===== src/rtl/core/cnflp_pkg.sv =====
// Package with the phase, result kind, character codes and shared structs of the CNF parser.
`timescale 1ns / 1ps

package cnflp_pkg;

    typedef enum logic [2:0]
    {
        PH_SEARCH,
        PH_VSKIP,
        PH_VDIGITS,
        PH_CSKIP,
        PH_CDIGITS,
        PH_LSKIP,
        PH_LITERAL,
        PH_DONE
    } phase_t;

    localparam logic [1:0] KIND_VARS    = 2'd0;
    localparam logic [1:0] KIND_CLAUSES = 2'd1;
    localparam logic [1:0] KIND_LIT     = 2'd2;
    localparam logic [1:0] KIND_END     = 2'd3;

    localparam logic [7:0] CH_P     = 8'h70;
    localparam logic [7:0] CH_C     = 8'h63;
    localparam logic [7:0] CH_N     = 8'h6E;
    localparam logic [7:0] CH_F     = 8'h66;
    localparam logic [7:0] CH_MINUS = 8'h2D;
    localparam logic [7:0] CH_ZERO  = 8'h30;
    localparam logic [7:0] CH_NINE  = 8'h39;

    typedef struct packed
    {
        logic [1:0]         kind;
        logic signed [31:0] value;
        logic [30:0]        clause_number;
        logic               done_res;
    } result_t;

    // Handshake between the parse core and the output register.
    typedef struct packed
    {
        logic valid;
        logic advance;
    } stage_ctl_t;

endpackage


===== src/rtl/core/cnf_text_literal_parser.sv =====
// Top level of the DIMACS CNF text parser: input register, parse core, result register.
// A byte held in the input register is parsed at the edge that also loads its result, if
// any, into the result register, which drives the output. Throughput: one byte per cycle,
// set by the combinational accumulate and compare; the input stalls only while a result
// waits under out_stall.
// Reset (rst_n, asynchronous, active low) returns to header search with cleared counters.
`timescale 1ns / 1ps

module cnf_text_literal_parser
    import cnflp_pkg::*;
#(
    parameter int VALUE_BITS = 32
)
(
    input  logic               clk,
    input  logic               rst_n,
    input  logic               in_valid,
    output logic               in_stall,
    input  logic [7:0]         byte_req,
    output logic               out_valid,
    input  logic               out_stall,
    output logic [1:0]         kind,
    output logic signed [31:0] value,
    output logic [30:0]        clause_number,
    output logic               done_res
);

    // The input register holds one byte; the parse core consumes it whenever the result
    // register is free or is being emptied in the same cycle, so a new byte can be taken
    // while a finished result still waits downstream.
    stage_ctl_t ctl;
    logic       byte_valid;
    logic [7:0] byte_data;
    logic       fire;
    logic       res_valid;
    result_t    res;
    result_t    res_out;

    cnflp_in_stage u_in_stage
    (
        .clk        (clk),
        .rst_n      (rst_n),
        .in_valid   (in_valid),
        .in_stall   (in_stall),
        .byte_req   (byte_req),
        .advance    (ctl.advance),
        .byte_valid (byte_valid),
        .byte_data  (byte_data)
    );

    // A byte is parsed when it is present and the result register can take a result.
    assign fire = byte_valid && ctl.advance;

    cnflp_parse #(
        .VALUE_BITS (VALUE_BITS)
    ) u_parse
    (
        .clk       (clk),
        .rst_n     (rst_n),
        .fire      (fire),
        .byte_data (byte_data),
        .res_valid (res_valid),
        .res       (res)
    );

    // The result register loads only for bytes that close a number.
    cnflp_out_reg u_out_reg
    (
        .clk       (clk),
        .rst_n     (rst_n),
        .load      (fire && res_valid),
        .res       (res),
        .out_stall (out_stall),
        .ctl       (ctl),
        .res_out   (res_out)
    );

    assign out_valid     = ctl.valid;
    assign kind          = res_out.kind;
    assign value         = res_out.value;
    assign clause_number = res_out.clause_number;
    assign done_res      = res_out.done_res;

endmodule


===== src/rtl/core/cnflp_in_stage.sv =====
// Input register that holds one text byte while the parse stage is blocked.
`timescale 1ns / 1ps

module cnflp_in_stage
    import cnflp_pkg::*;
(
    input  logic       clk,
    input  logic       rst_n,
    input  logic       in_valid,
    output logic       in_stall,
    input  logic [7:0] byte_req,
    input  logic       advance,
    output logic       byte_valid,
    output logic [7:0] byte_data
);

    logic       valid_reg;
    logic       valid_next;
    logic [7:0] byte_reg;
    logic       accept;

    assign in_stall   = valid_reg && !advance;
    assign accept     = in_valid && !in_stall;
    assign valid_next = accept ? 1'b1 : (advance ? 1'b0 : valid_reg);

    always_ff @(posedge clk or negedge rst_n)
    begin
        if (!rst_n)
        begin
            valid_reg <= 1'b0;
        end
        else
        begin
            valid_reg <= valid_next;
        end
    end

    always_ff @(posedge clk)
    begin
        if (accept)
        begin
            byte_reg <= byte_req;
        end
    end

    assign byte_valid = valid_reg;
    assign byte_data  = byte_reg;

endmodule


===== src/rtl/core/cnflp_parse.sv =====
// Parse core: header search, number accumulation and clause bookkeeping for one byte a cycle while fire is high.
`timescale 1ns / 1ps

module cnflp_parse
    import cnflp_pkg::*;
#(
    parameter int VALUE_BITS = 32
)
(
    input  logic       clk,
    input  logic       rst_n,
    input  logic       fire,
    input  logic [7:0] byte_data,
    output logic       res_valid,
    output result_t    res
);

    localparam int LIM_BITS = ((VALUE_BITS > 32) ? 32 : VALUE_BITS) - 1;
    localparam int ACC_WIDE = LIM_BITS + 4;

    phase_t              phase_reg,  phase_next;
    logic [31:0]         window_reg, window_next;
    logic [LIM_BITS-1:0] acc_reg,    acc_next;
    logic                neg_reg,    neg_next;
    logic [LIM_BITS-1:0] target_reg, target_next;
    logic [LIM_BITS-1:0] index_reg,  index_next;

    logic                is_digit;
    logic [LIM_BITS-1:0] digit_val;
    logic [ACC_WIDE-1:0] acc_wide;
    logic [ACC_WIDE-1:0] acc_sum;
    logic [LIM_BITS-1:0] acc_sat;
    logic                header_hit;
    phase_t              skip_phase;
    logic [LIM_BITS-1:0] skip_acc;
    logic                skip_neg;
    logic [31:0]         acc_ext;

    assign is_digit  = (byte_data >= CH_ZERO) && (byte_data <= CH_NINE);
    assign digit_val = LIM_BITS'(byte_data[3:0]);

    // acc * 10 + digit as two shifts and an add, then clamp to the all-ones limit.
    assign acc_wide = ACC_WIDE'(acc_reg);
    assign acc_sum  = (acc_wide << 3) + (acc_wide << 1) + ACC_WIDE'(byte_data[3:0]);
    assign acc_sat  = (acc_sum[ACC_WIDE-1:LIM_BITS] != 4'd0) ? {LIM_BITS{1'b1}}
                                                              : acc_sum[LIM_BITS-1:0];

    assign header_hit = (window_reg[31:24] == CH_P) && (window_reg[15:8] == CH_C)
                     && (window_reg[7:0] == CH_N) && (byte_data == CH_F);

    assign acc_ext = 32'(acc_reg);

    // Start of a literal: a minus sign or a digit opens one, anything else keeps skipping.
    always_comb
    begin
        skip_phase = PH_LSKIP;
        skip_acc   = acc_reg;
        skip_neg   = neg_reg;
        if (byte_data == CH_MINUS)
        begin
            skip_phase = PH_LITERAL;
            skip_acc   = '0;
            skip_neg   = 1'b1;
        end
        else if (is_digit)
        begin
            skip_phase = PH_LITERAL;
            skip_acc   = digit_val;
            skip_neg   = 1'b0;
        end
    end

    // Next state.
    always_comb
    begin
        phase_next  = phase_reg;
        window_next = window_reg;
        acc_next    = acc_reg;
        neg_next    = neg_reg;
        target_next = target_reg;
        index_next  = index_reg;
        unique case (phase_reg)
            PH_SEARCH:
            begin
                if (header_hit)
                begin
                    phase_next  = PH_VSKIP;
                    window_next = '0;
                end
                else
                begin
                    window_next = {window_reg[23:0], byte_data};
                end
            end
            PH_VSKIP, PH_CSKIP:
            begin
                if (is_digit)
                begin
                    acc_next   = digit_val;
                    phase_next = (phase_reg == PH_VSKIP) ? PH_VDIGITS : PH_CDIGITS;
                end
            end
            PH_VDIGITS:
            begin
                if (is_digit)
                begin
                    acc_next = acc_sat;
                end
                else
                begin
                    phase_next = PH_CSKIP;
                end
            end
            PH_CDIGITS:
            begin
                if (is_digit)
                begin
                    acc_next = acc_sat;
                end
                else
                begin
                    target_next = acc_reg;
                    if (acc_reg == '0)
                    begin
                        phase_next = PH_DONE;
                    end
                    else
                    begin
                        index_next = LIM_BITS'(1);
                        phase_next = skip_phase;
                        acc_next   = skip_acc;
                        neg_next   = skip_neg;
                    end
                end
            end
            PH_LSKIP:
            begin
                phase_next = skip_phase;
                acc_next   = skip_acc;
                neg_next   = skip_neg;
            end
            PH_LITERAL:
            begin
                if (is_digit)
                begin
                    acc_next = acc_sat;
                end
                else if (acc_reg == '0 && index_reg >= target_reg)
                begin
                    phase_next = PH_DONE;
                end
                else
                begin
                    if (acc_reg == '0)
                    begin
                        index_next = index_reg + LIM_BITS'(1);
                    end
                    phase_next = skip_phase;
                    acc_next   = skip_acc;
                    neg_next   = skip_neg;
                end
            end
            PH_DONE:
            begin
                phase_next = PH_DONE;
            end
            default:
            begin
                phase_next = PH_DONE;
            end
        endcase
    end

    // Result of the byte being parsed.
    always_comb
    begin
        res_valid         = 1'b0;
        res.kind          = KIND_VARS;
        res.value         = $signed(acc_ext);
        res.clause_number = '0;
        res.done_res      = 1'b0;
        unique case (phase_reg)
            PH_VDIGITS:
            begin
                res_valid = !is_digit;
            end
            PH_CDIGITS:
            begin
                res_valid    = !is_digit;
                res.kind     = KIND_CLAUSES;
                res.done_res = (acc_reg == '0);
            end
            PH_LITERAL:
            begin
                res_valid         = !is_digit;
                res.clause_number = 31'(index_reg);
                if (acc_reg != '0)
                begin
                    res.kind  = KIND_LIT;
                    res.value = neg_reg ? -$signed(acc_ext) : $signed(acc_ext);
                end
                else
                begin
                    res.kind     = KIND_END;
                    res.value    = '0;
                    res.done_res = (index_reg >= target_reg);
                end
            end
            PH_SEARCH, PH_VSKIP, PH_CSKIP, PH_LSKIP, PH_DONE:
            begin
                res_valid = 1'b0;
            end
            default:
            begin
                res_valid = 1'b0;
            end
        endcase
    end

    always_ff @(posedge clk or negedge rst_n)
    begin
        if (!rst_n)
        begin
            phase_reg  <= PH_SEARCH;
            window_reg <= '0;
            acc_reg    <= '0;
            neg_reg    <= 1'b0;
            target_reg <= '0;
            index_reg  <= '0;
        end
        else if (fire)
        begin
            phase_reg  <= phase_next;
            window_reg <= window_next;
            acc_reg    <= acc_next;
            neg_reg    <= neg_next;
            target_reg <= target_next;
            index_reg  <= index_next;
        end
    end

    // A finished parse never leaves the done phase.
    assert property (@(posedge clk) disable iff (!rst_n)
        $past(phase_reg) == PH_DONE |-> phase_reg == PH_DONE)
        else $error("cnflp_parse: left the done phase");

    // Done is only signaled on a clause count or a clause end.
    assert property (@(posedge clk) disable iff (!rst_n)
        res_valid && res.done_res |-> res.kind == KIND_CLAUSES || res.kind == KIND_END)
        else $error("cnflp_parse: done on a wrong result kind");

    // Once literals are being parsed, the clause index stays within the clause count.
    assert property (@(posedge clk) disable iff (!rst_n)
        phase_reg == PH_LSKIP || phase_reg == PH_LITERAL
        |-> index_reg != '0 && index_reg <= target_reg)
        else $error("cnflp_parse: clause index out of range");

endmodule


===== src/rtl/core/cnflp_out_reg.sv =====
// Result register that holds one result until the downstream side takes it.
`timescale 1ns / 1ps

module cnflp_out_reg
    import cnflp_pkg::*;
(
    input  logic       clk,
    input  logic       rst_n,
    input  logic       load,
    input  result_t    res,
    input  logic       out_stall,
    output stage_ctl_t ctl,
    output result_t    res_out
);

    logic    valid_reg;
    logic    valid_next;
    result_t res_reg;

    assign ctl.advance = !valid_reg || !out_stall;
    assign ctl.valid   = valid_reg;
    assign valid_next  = load ? 1'b1 : (valid_reg && out_stall);

    always_ff @(posedge clk or negedge rst_n)
    begin
        if (!rst_n)
        begin
            valid_reg <= 1'b0;
        end
        else
        begin
            valid_reg <= valid_next;
        end
    end

    always_ff @(posedge clk)
    begin
        if (load)
        begin
            res_reg <= res;
        end
    end

    assign res_out = res_reg;

endmodule

===== config.mk =====
export PLATFORM = sky130hd
export DESIGN_NAME = cnf_text_literal_parser
export DESIGN_NICKNAME = d
export VERILOG_FILES = /design/src/rtl/core/cnflp_pkg.sv /design/src/rtl/core/cnf_text_literal_parser.sv /design/src/rtl/core/cnflp_in_stage.sv /design/src/rtl/core/cnflp_parse.sv /design/src/rtl/core/cnflp_out_reg.sv
export SDC_FILE = /design/constraint.sdc
export NUM_CORES = 1
export LEC_CHECK = 0
export BUFFER_PORTS_ARGS = -buffer_cell sky130_fd_sc_hd__buf_2
export CAP_MARGIN = 10
export CORE_ASPECT_RATIO = 2
export CORE_MARGIN = 10
export CORE_UTILIZATION = 55
export CTS_CLUSTER_SIZE = 16
export DETAILED_ROUTE_END_ITERATION = 10
export PLACE_DENSITY = 0.73
export SYNTH_ARGS = -nofsm -noshare
export SYNTH_HDL_FRONTEND = slang
export SYNTH_SLANG_ARGS = --single-unit

===== constraint.sdc =====
create_clock -name clk -period 9 [get_ports clk]
set_input_delay 0 -clock clk [delete_from_list [all_inputs] [get_ports clk]]
set_output_delay 0 -clock clk [all_outputs]
set_load 0.01 [all_outputs]

==> results of run 1 <==
## worst register-to-register path, stage by stage, from the launching register on
cell	delay [ns]
dfrtp_1	0.56
fa_1	0.53
fa_1	0.49
a211oi_1	0.32
o21ai_0	0.20
a21oi_1	0.30
a21oi_1	0.17
o21ai_0	0.40
o211ai_1	0.43
o21ai_1	0.24
buf_4	0.28
o211ai_1	0.14
## metal layers
metal	part of all wire [%]	GRT usage, %	wire, µm	vias to the layer above
met5	0	0	0	-
met4	4.0	9.98	1180	0
met3	3.8	2.67	1110	71
met2	56	38.9	16700	212
met1	36	20.0	10600	4698
li1	-	-	-	4717
## cell families (layout without fill, tap and decap cells)
kind of cell             after synthesis  count (layout)  synth area share [%]
AND/OR/NAND/NOR                      488             488                  19.9
adder cells (fa/ha/maj)               96              96                  10.0
buffers and inverters                117             195                  4.17
multiplexers                           6               6                 0.515
flip-flops                           205             205                  45.3
XOR/XNOR                              62              62                  4.47
AO/OA/AOI/OAI                        305             305                  15.7
## cell type report
| type | instances | area [µm²] |
|---|---|---|
| Inverter | 55 | 206 |
| Timing Repair Buffer | 106 | 638 |
| Fill cell | 1779 | 8210 |
| Clock inverter | 10 | 113 |
| Multi-Input combinational cell | 957 | 6180 |
| Clock buffer | 24 | 494 |
| Tap cell | 273 | 342 |
| Sequential cell | 205 | 5500 |
## path summary, 6_finish.rpt
path	to	slack, ns	cells after the start
worst max register to register	u_parse.acc_reg[28]	4.78	11
worst min register to register	u_parse.window_reg[31]	0.48	2
max in group asynchronous	u_parse.target_reg[30]	7.47	3
worst max-delay path	u_parse.acc_reg[28]	4.78	11
worst min-delay path	u_in_stage.byte_data[7]	0.20	2
min in group asynchronous	u_parse.window_reg[4]	0.21	2
## power by group through the flow
stage          combinational (µW)  clock, µW  sequential [µW]
2_1_floorplan                 243          0             1060
3_3_place_gp                  318          0             1070
3_5_place_dp                  330          0             1070
4_1_cts                       337        820             1060
5_1_grt                       379        852             1060
6_report                      334        807             1060
## per-stage QoR
stage / cells / setup WS (ns) / power [µW]
6_report: 1630 / 4.78 / 2200
5_1_grt: 1630 / 4.48 / 2290
4_1_cts: 1629 / 4.77 / 2210
3_5_place_dp: 1583 / 4.81 / 1400
3_3_place_gp: 1583 / 4.92 / 1390
2_1_floorplan: 1279 / 1.06 / 1300
## placed cells by master (no fill, tap or decap), types with 35 or more instances in the layout
master and n:
o21ai_0 106, nand2_1 194, and3_1 39, dfrtp_1 131
inv_1 55, nor2_1 96, a21oi_1 72, ha_1 94
edfxtp_1 74, nand3_1 35, xnor2_1 43, buf_2 78
==> impl_metrics.csv, run 1 <==
group,metric,value,unit
timing,tightest_slew,1.04,ns
power,pwr-share-clk,36.7,%
power,comb_power_share,15.2,%
cts,ctsRootBufferMaster,"clkbuf_16",
drt,wl_per_cell,18.2,µm
drt,postRouteAntennaNets,0,
cells_and_area,layout-drive-gt1-share,11.6,%
die,die_w,125,µm
synthesis,synth_top_area_share,27.0,%
cts,cts.htree.levels,1,
die,die_h,230,µm
cells_and_area,synthToLayoutAreaGrowth,10.9,%
synthesis,netlist_area,0.0122,mm²
setup_path,timing.critical_path.cells,"fa_1 -> fa_1 -> a211oi_1 -> o21ai_0 -> a21oi_1 -> a21oi_1 -> o21ai_0 -> o211ai_1 -> o21ai_1 -> buf_4 -> o211ai_1",
power,power_density,163,mW/mm²
cts,cts_made_buffers,19,
timing,period_minus_slack,4.22,ns
setup_path,critPathSlowestCell,"dfrtp_1",
timing,clock.fmax,0.237,GHz
timing,rsz0062_at_grt,"no",
setup_path,required,9.35,ns
timing,hold_violations,0,
global_route,antenna_found_initial,0,
timing,clock_skew,0.0168,ns
cells_and_area,largest_register_ffs,66,
global_route,grt_first_pass_wirelength,48.4,mm
setup_path,cp_max_fo,22,
timing,tns,0,ns
setup_path,critical_path_class,"register to register",
synthesis,synthCells,1279,
synthesis,yosysSeqAreaShare,45.3,%
synthesis,syn_nets,1387,
power,p_int,1600,µW
cells_and_area,fin_area,0.0135,mm²
hold_path,min_path_type,"input pin to register",
global_route,grt_usage,20.0,%
global_route,grt_pass1_vias,9833,
synthesis,synth_enable_flop_cells,74,
hold_path,worstHoldStart,"byte_req[7]",
timing,hold_slack,0.204,ns
global_route,grt_max_degree,77,
cts,clkLatencyLatePin,0.51,ns
setup_path,endpoint_kind,"register",
setup_path,setup.worst_path.start_class,"register",
cts,clk_path_buf_depth,3,
die,coreArea,0.0217,mm²
die,pin_count,80,
power,power.switching,601,µW
place,gp_congestion,0.944,
timing,setup_viol,0,
timing,period_share,46.9,%
cts,cts-hold-fix-buffers,12,
cts,cts_tree,"done",
setup_path,worstPathArrival,4.57,ns
synthesis,synth_common_cells,"194 x nand2_1, 131 x dfrtp_1, 106 x o21ai_0",
setup_path,critical_path.top_delay_family,"compound AO/OA/AOI/OAI gates",
job,cap_viol_max_count,0,
drt,via_count,9698,
drt,drc,0,
drt,via_per_inst,5.95,
drt,totalWireLength,29.6,mm
place,hpwlAfterDp,22.4,mm
synthesis,synthFlopType,"dfrtp_1",
cts,clk_pin_slew,0.07,ns
cts,postCtsResizedCells,0,
cts,cts.sinks,205,
drt,first_pass_iters,7,
cells_and_area,antenna_cells,0,
power,p_seq_share,48.1,%
power,ir_drop,0.000210,V
setup_path,reg2reg_from,"u_parse.acc_reg[2]",
timing,max-slew-margin-rel,30.7,%
outcome,status,"finished, final reports clean",
synthesis,synth_largest_area_cell,"dfrtp_1",
power,power.leakage,0.00642,µW
die,fp-row-count,76,
die,die_area,0.0288,mm²
cells_and_area,nets,1452,
synthesis,ys_top_cells_by_area,"dfrtp_1 27%, edfxtp_1 18%, ha_1 9.7%",
cells_and_area,final_core_util,62.2,%
synthesis,yosys_warnings,0,
place,numPortBuffers,79,
power,switching_share,27.3,%
place,dpl_cell_area,0.0127,mm²
setup_path,setup.worst_path.start,"u_parse.acc_reg[2]",
die,start_util,56.1,%
synthesis,avgSynthCellArea,9.50,µm²
cts,post_cts_buffers,0,
synthesis,synthArstFlopShare,63.9,%
setup_path,critPathMaxStageDelay,0.56,ns
global_route,gr-total-overflow,0,
drt,drt_iter0_drc,825,
setup_path,worst-path-buf-inv,1,
synthesis,ys_seq_elements,205,
synthesis,synth_most_common_cell,"nand2_1",
synthesis,synth_cell_types,80,
timing,maxSlewViolCount,0,
Note: power is estimated with default switching activity, not from simulation.
==> run 2: changes to the inputs <==
PLACE_DENSITY = 0.76   (was 0.73)
clock period = 3.6 ns   (was 9 ns; I/O delays follow)
==> impl_metrics.csv, run 2 (synthesis results as in run 1) <==
group,metric,value,unit
place,numPortBuffers,79,
place,gp_congestion,0.961,
outcome,status,"finished, final reports clean",
die,die_area,0.0288,mm²
timing,maxSlewViolCount,0,
die,die_w,125,µm
setup_path,worstPathArrival,3.82,ns
drt,totalWireLength,32.9,mm
setup_path,cp_max_fo,8,
power,power.leakage,0.00666,µW
die,coreArea,0.0217,mm²
die,die_h,230,µm
power,ir_drop,0.000412,V
setup_path,setup.worst_path.start_class,"register",
global_route,antenna_found_initial,0,
setup_path,endpoint_kind,"register",
timing,period_share,95.6,%
power,finalPower,5570,µW
drt,drt_iter0_drc,1002,
timing,period_minus_slack,3.44,ns
cts,cts_tree,"done",
global_route,grt_pass1_vias,10650,
global_route,gr-total-overflow,0,
timing,clock_skew,0.0175,ns
cts,clk_pin_slew,0.07,ns
drt,wl_per_cell,19.6,µm
setup_path,required,3.98,ns
die,start_util,56.1,%
cells_and_area,nets,1497,
cells_and_area,nFillCells,1769,
cts,cts_made_buffers,19,
drt,via_count,10258,
setup_path,critical_path_class,"register to register",
timing,tightest_slew,1.03,ns
global_route,grt_first_pass_wirelength,53.8,mm
cts,cts.sinks,205,
cells_and_area,synthToLayoutAreaGrowth,14.2,%
cells_and_area,antenna_cells,0,
drt,postRouteAntennaNets,0,
die,pin_count,80,
global_route,grt_usage,22.5,%
place,hpwlAfterDp,24.6,mm
setup_path,reg2reg_from,"u_parse.acc_reg[8]",
cts,ctsRootBufferMaster,"clkbuf_16",
hold_path,min_path_type,"input pin to async pin",
cts,clk_path_buf_depth,3,
power,power_density,401,mW/mm²
cells_and_area,layout_commonest_cell,"nand2_1",
timing,max-slew-margin-rel,31.1,%
timing,setup_viol,0,
cts,clkLatencyLatePin,0.51,ns
cts,cts.htree.levels,1,
timing,tns,0,ns
drt,first_pass_iters,6,
drt,drc,0,
die,fp-row-count,76,
cells_and_area,final_cell_mix,"194 x nand2_1, 130 x dfrtp_1, 106 x o21ai_0, 95 x nor2_1, 94 x ha_1",
timing,hold_violations,0,
drt,via_per_inst,6.12,
timing,clock.fmax,0.291,GHz
cells_and_area,largest_register_ffs,66,
cells_and_area,layout-drive-gt1-share,15.3,%
setup_path,setup.worst_path.start,"u_parse.acc_reg[8]",
job,cap_viol_max_count,0,
global_route,grt_max_degree,68,
==> run 2: cell count changes in the layout (fill, tap and decap cells not counted), sizes merged <==
cell	delta
buf	+46
clkinv	+2
bufinv	-1
clkbuf	-1
clkinvlp	+1
dlygate4sd3	-1
inv	-1
==> run 2: layout make-up <==
type	count	area (µm²)	share of cell area (%)
Clock buffer	23	510	3.68
Clock inverter	11	90.1	0.649
Inverter	55	206	1.49
Multi-Input combinational cell	957	6220	44.8
Sequential cell	205	5500	39.7
Tap cell	273	342	2.46
Timing Repair Buffer	151	1000	7.23
==> run 2: final timing paths <==
kind                            slack (ns)                      end  depth (start not counted)
worst max register to register        0.16       u_parse.acc_reg[2]                         12
worst min register to register        0.48   u_parse.window_reg[25]                          2
worst max-delay path                  0.16       u_parse.acc_reg[2]                         12
min in group clk                      0.20  u_in_stage.byte_data[0]                          2
worst min-delay path                  0.08    u_parse.window_reg[4]                          2
max in group asynchronous             2.61    u_parse.index_reg[18]                          3
==> run 2: metrics by stage <==
step	area, µm²	hold slack, ns	util, %	cells	worst slack [ns]
finish	13900	0.0795	64.0	1675	0.160
global placement	13100	0.0839	60.6	1630	0.130
floorplan	12200	-0.296	-	1279	0.0560
global route	13900	0.145	64.0	1675	-0.0225
CTS	13800	0.0990	63.9	1675	0.0390
detailed placement	13100	0.0976	60.6	1630	0.0884
==> run 2: power by group <==
part	total [µW]	switching (µW)	internal (µW)
clock network	1980	893	1090
logic	960	594	366
registers	2620	73.6	2550
==> run 2: per-layer routing <==
| metal | track usage (%) | routed length [µm] | vias to the layer above |
|---|---|---|---|
| met5 | 0 | 0 | - |
| met4 | 15.2 | 2180 | 0 |
| met3 | 2.76 | 1240 | 118 |
| met2 | 43.9 | 18500 | 308 |
| met1 | 20.8 | 10900 | 4998 |
| li1 | - | - | 4834 |
==> run 2: worst max-delay path, stage by stage, from the launching register on <==
cell and delay, ns:
dfrtp_1 0.48, ha_1 0.33, ha_1 0.39, a21oi_1 0.18, nand2_1 0.06, a221oi_1 0.50
nand2_1 0.22, a31oi_2 0.28, o22ai_1 0.12, mux2i_1 0.17, buf_4 0.19, o31ai_1 0.25
a31oi_1 0.12
==> run 2: repair_timing <==
action                                  in CTS  in global routing
endpoints found under the hold margin       60                  0
endpoints found under the setup margin       0                 31
hold buffers                                11                  0
buffers inserted                             0                  0
gates resized for setup                      0                  9
==> run 3: changes to the inputs <==
MAX_ROUTING_LAYER = met4   (was default)
==> impl_metrics.csv, run 3 (synthesis results as in run 1) <==
group,metric,value,unit
outcome,status,"finished, final reports clean",
cells_and_area,synthToLayoutAreaGrowth,14.8,%
die,start_util,56.1,%
die,coreArea,0.0217,mm²
global_route,grt_usage,22.2,%
cells_and_area,largest_register_ffs,66,
drt,drc,0,
cts,cts_made_buffers,20,
cells_and_area,layout-drive-gt1-share,15.3,%
die,die_w,125,µm
cells_and_area,layout_commonest_cell,"nand2_1",
cells_and_area,fin_area,0.0140,mm²
drt,totalWireLength,32.4,mm
power,ir_drop,0.000345,V
cells_and_area,nets,1503,
cts,clkLatencyLatePin,0.53,ns
die,die_area,0.0288,mm²
timing,maxSlewViolCount,0,
timing,rsz0062_at_grt,"yes",
setup_path,worst_r2r_endpoint,"u_parse.index_reg[9]",
drt,postRouteAntennaNets,0,
global_route,gr-total-overflow,0,
drt,first_pass_iters,5,
setup_path,setup.worst_path.start_class,"register",
place,dpl_cell_area,0.0132,mm²
power,power_density,403,mW/mm²
place,gp_congestion,0.981,
cts,ctsRootBufferMaster,"clkbuf_16",
cells_and_area,final_cell_mix,"194 x nand2_1, 130 x dfrtp_1, 105 x o21ai_0, 96 x nor2_1, 94 x ha_1",
power,power.leakage,0.00671,µW
timing,max-slew-margin-rel,29.5,%
timing,tns,0,ns
timing,period_minus_slack,3.44,ns
cts,cts_tree,"done",
setup_path,required,4.05,ns
setup_path,reg2reg_slack,0.16,ns
drt,drt_iter0_drc,879,
timing,clock.fmax,0.291,GHz
place,hpwlAfterDp,24.4,mm
global_route,antenna_found_initial,0,
die,fp-row-count,76,
setup_path,reg2reg_from,"u_parse.index_reg[2]",
cts,clk_pin_slew,0.07,ns
setup_path,endpoint_kind,"register",
drt,via_count,10162,
setup_path,worstPathArrival,3.89,ns
setup_path,r2r_cells,11,
global_route,grt_first_pass_wirelength,51.5,mm
timing,setup_viol,0,
setup_path,setup.worst_path.start,"u_parse.index_reg[2]",
timing,tightest_slew,1.05,ns
die,pin_count,80,
cts,post_cts_buffers,0,
timing,hold_violations,0,
drt,via_per_inst,6.04,
setup_path,critical_path_class,"register to register",
drt,wl_per_cell,19.2,µm
cells_and_area,final_core_util,64.3,%
global_route,grt_max_degree,67,
global_route,grt_pass1_vias,10370,
timing,clock_skew,0.0417,ns
cts,clk_path_buf_depth,3,
place,numPortBuffers,79,
cts,cts.htree.levels,1,
timing,period_share,95.6,%
die,die_h,230,µm
cts,cts.sinks,205,
setup_path,cp_max_fo,10,
cells_and_area,antenna_cells,0,
job,cap_viol_max_count,0,
hold_path,min_path_type,"input pin to async pin",
==> run 3: metal layers <==
metal  part of all wire [%]  up-vias  global-route usage (%)  routed length, µm
met5                      0        -                       -                  0
met4                    6.5        0                    13.8               2120
met3                    4.2      136                    2.74               1340
met2                     56      322                    42.9              18200
met1                     33     4883                    19.7              10700
li1                       -     4821                       -                  -
==> run 3: area by class of cell <==
cell class                      count  area [µm²]
Clock buffer                       27         578
Clock inverter                      9        65.1
Fill cell                        1772        7730
Inverter                           55         206
Multi-Input combinational cell    957        6210
Sequential cell                   205        5500
Tap cell                          273         342
Timing Repair Buffer              156        1040
==> run 3: worst max path at each step <==
stage                     slack [ns]  depth (start not counted)                    to
after floorplan                 0.06                          4  u_out_reg.res_out[0]
after global placement          0.14                         12   u_parse.acc_reg[20]
after detailed placement        0.11                         12    u_parse.acc_reg[9]
after CTS                       0.07                         12   u_parse.acc_reg[28]
after global routing           -0.04                         12   u_parse.acc_reg[10]
final                           0.16                         11  u_parse.index_reg[9]
==> run 3: stage by stage <==
| stage | cells | hold slack (ns) | total power [µW] | worst slack [ns] |
|---|---|---|---|---|
| floorplan | 1279 | -0.296 | 3260 | 0.0560 |
| global placement | 1634 | 0.160 | 3540 | 0.139 |
| detailed placement | 1634 | 0.166 | 3580 | 0.114 |
| CTS | 1682 | 0.161 | 5630 | 0.0748 |
| global route | 1682 | 0.200 | 5840 | -0.0379 |
| finish | 1682 | 0.137 | 5630 | 0.158 |
==> run 3: critical path, stage by stage (launching register included) <==
cell and delay [ns]:
dfrtp_1 0.44, ha_1 0.34, o211ai_1 0.16, a21oi_1 0.07, o41ai_1 0.40, buf_4 0.19
a211oi_1 0.10, nor4_4 0.38, a31oi_4 0.31, nor3_4 0.32, or4b_1 0.47, a21oi_1 0.18
==> run 3: power breakdown <==
part / internal [µW] / switching (µW)
Combinational: 365 / 579
Sequential: 2550 / 71.8
Clock: 1140 / 923
Total: 4050 / 1570
==> run 3: what timing repair did <==
item                                   in CTS  in global routing
hold buffers                               12                  0
endpoints found under the hold margin      74                  0
gates resized for setup                     0                  8
setup endpoints to repair                   0                 31
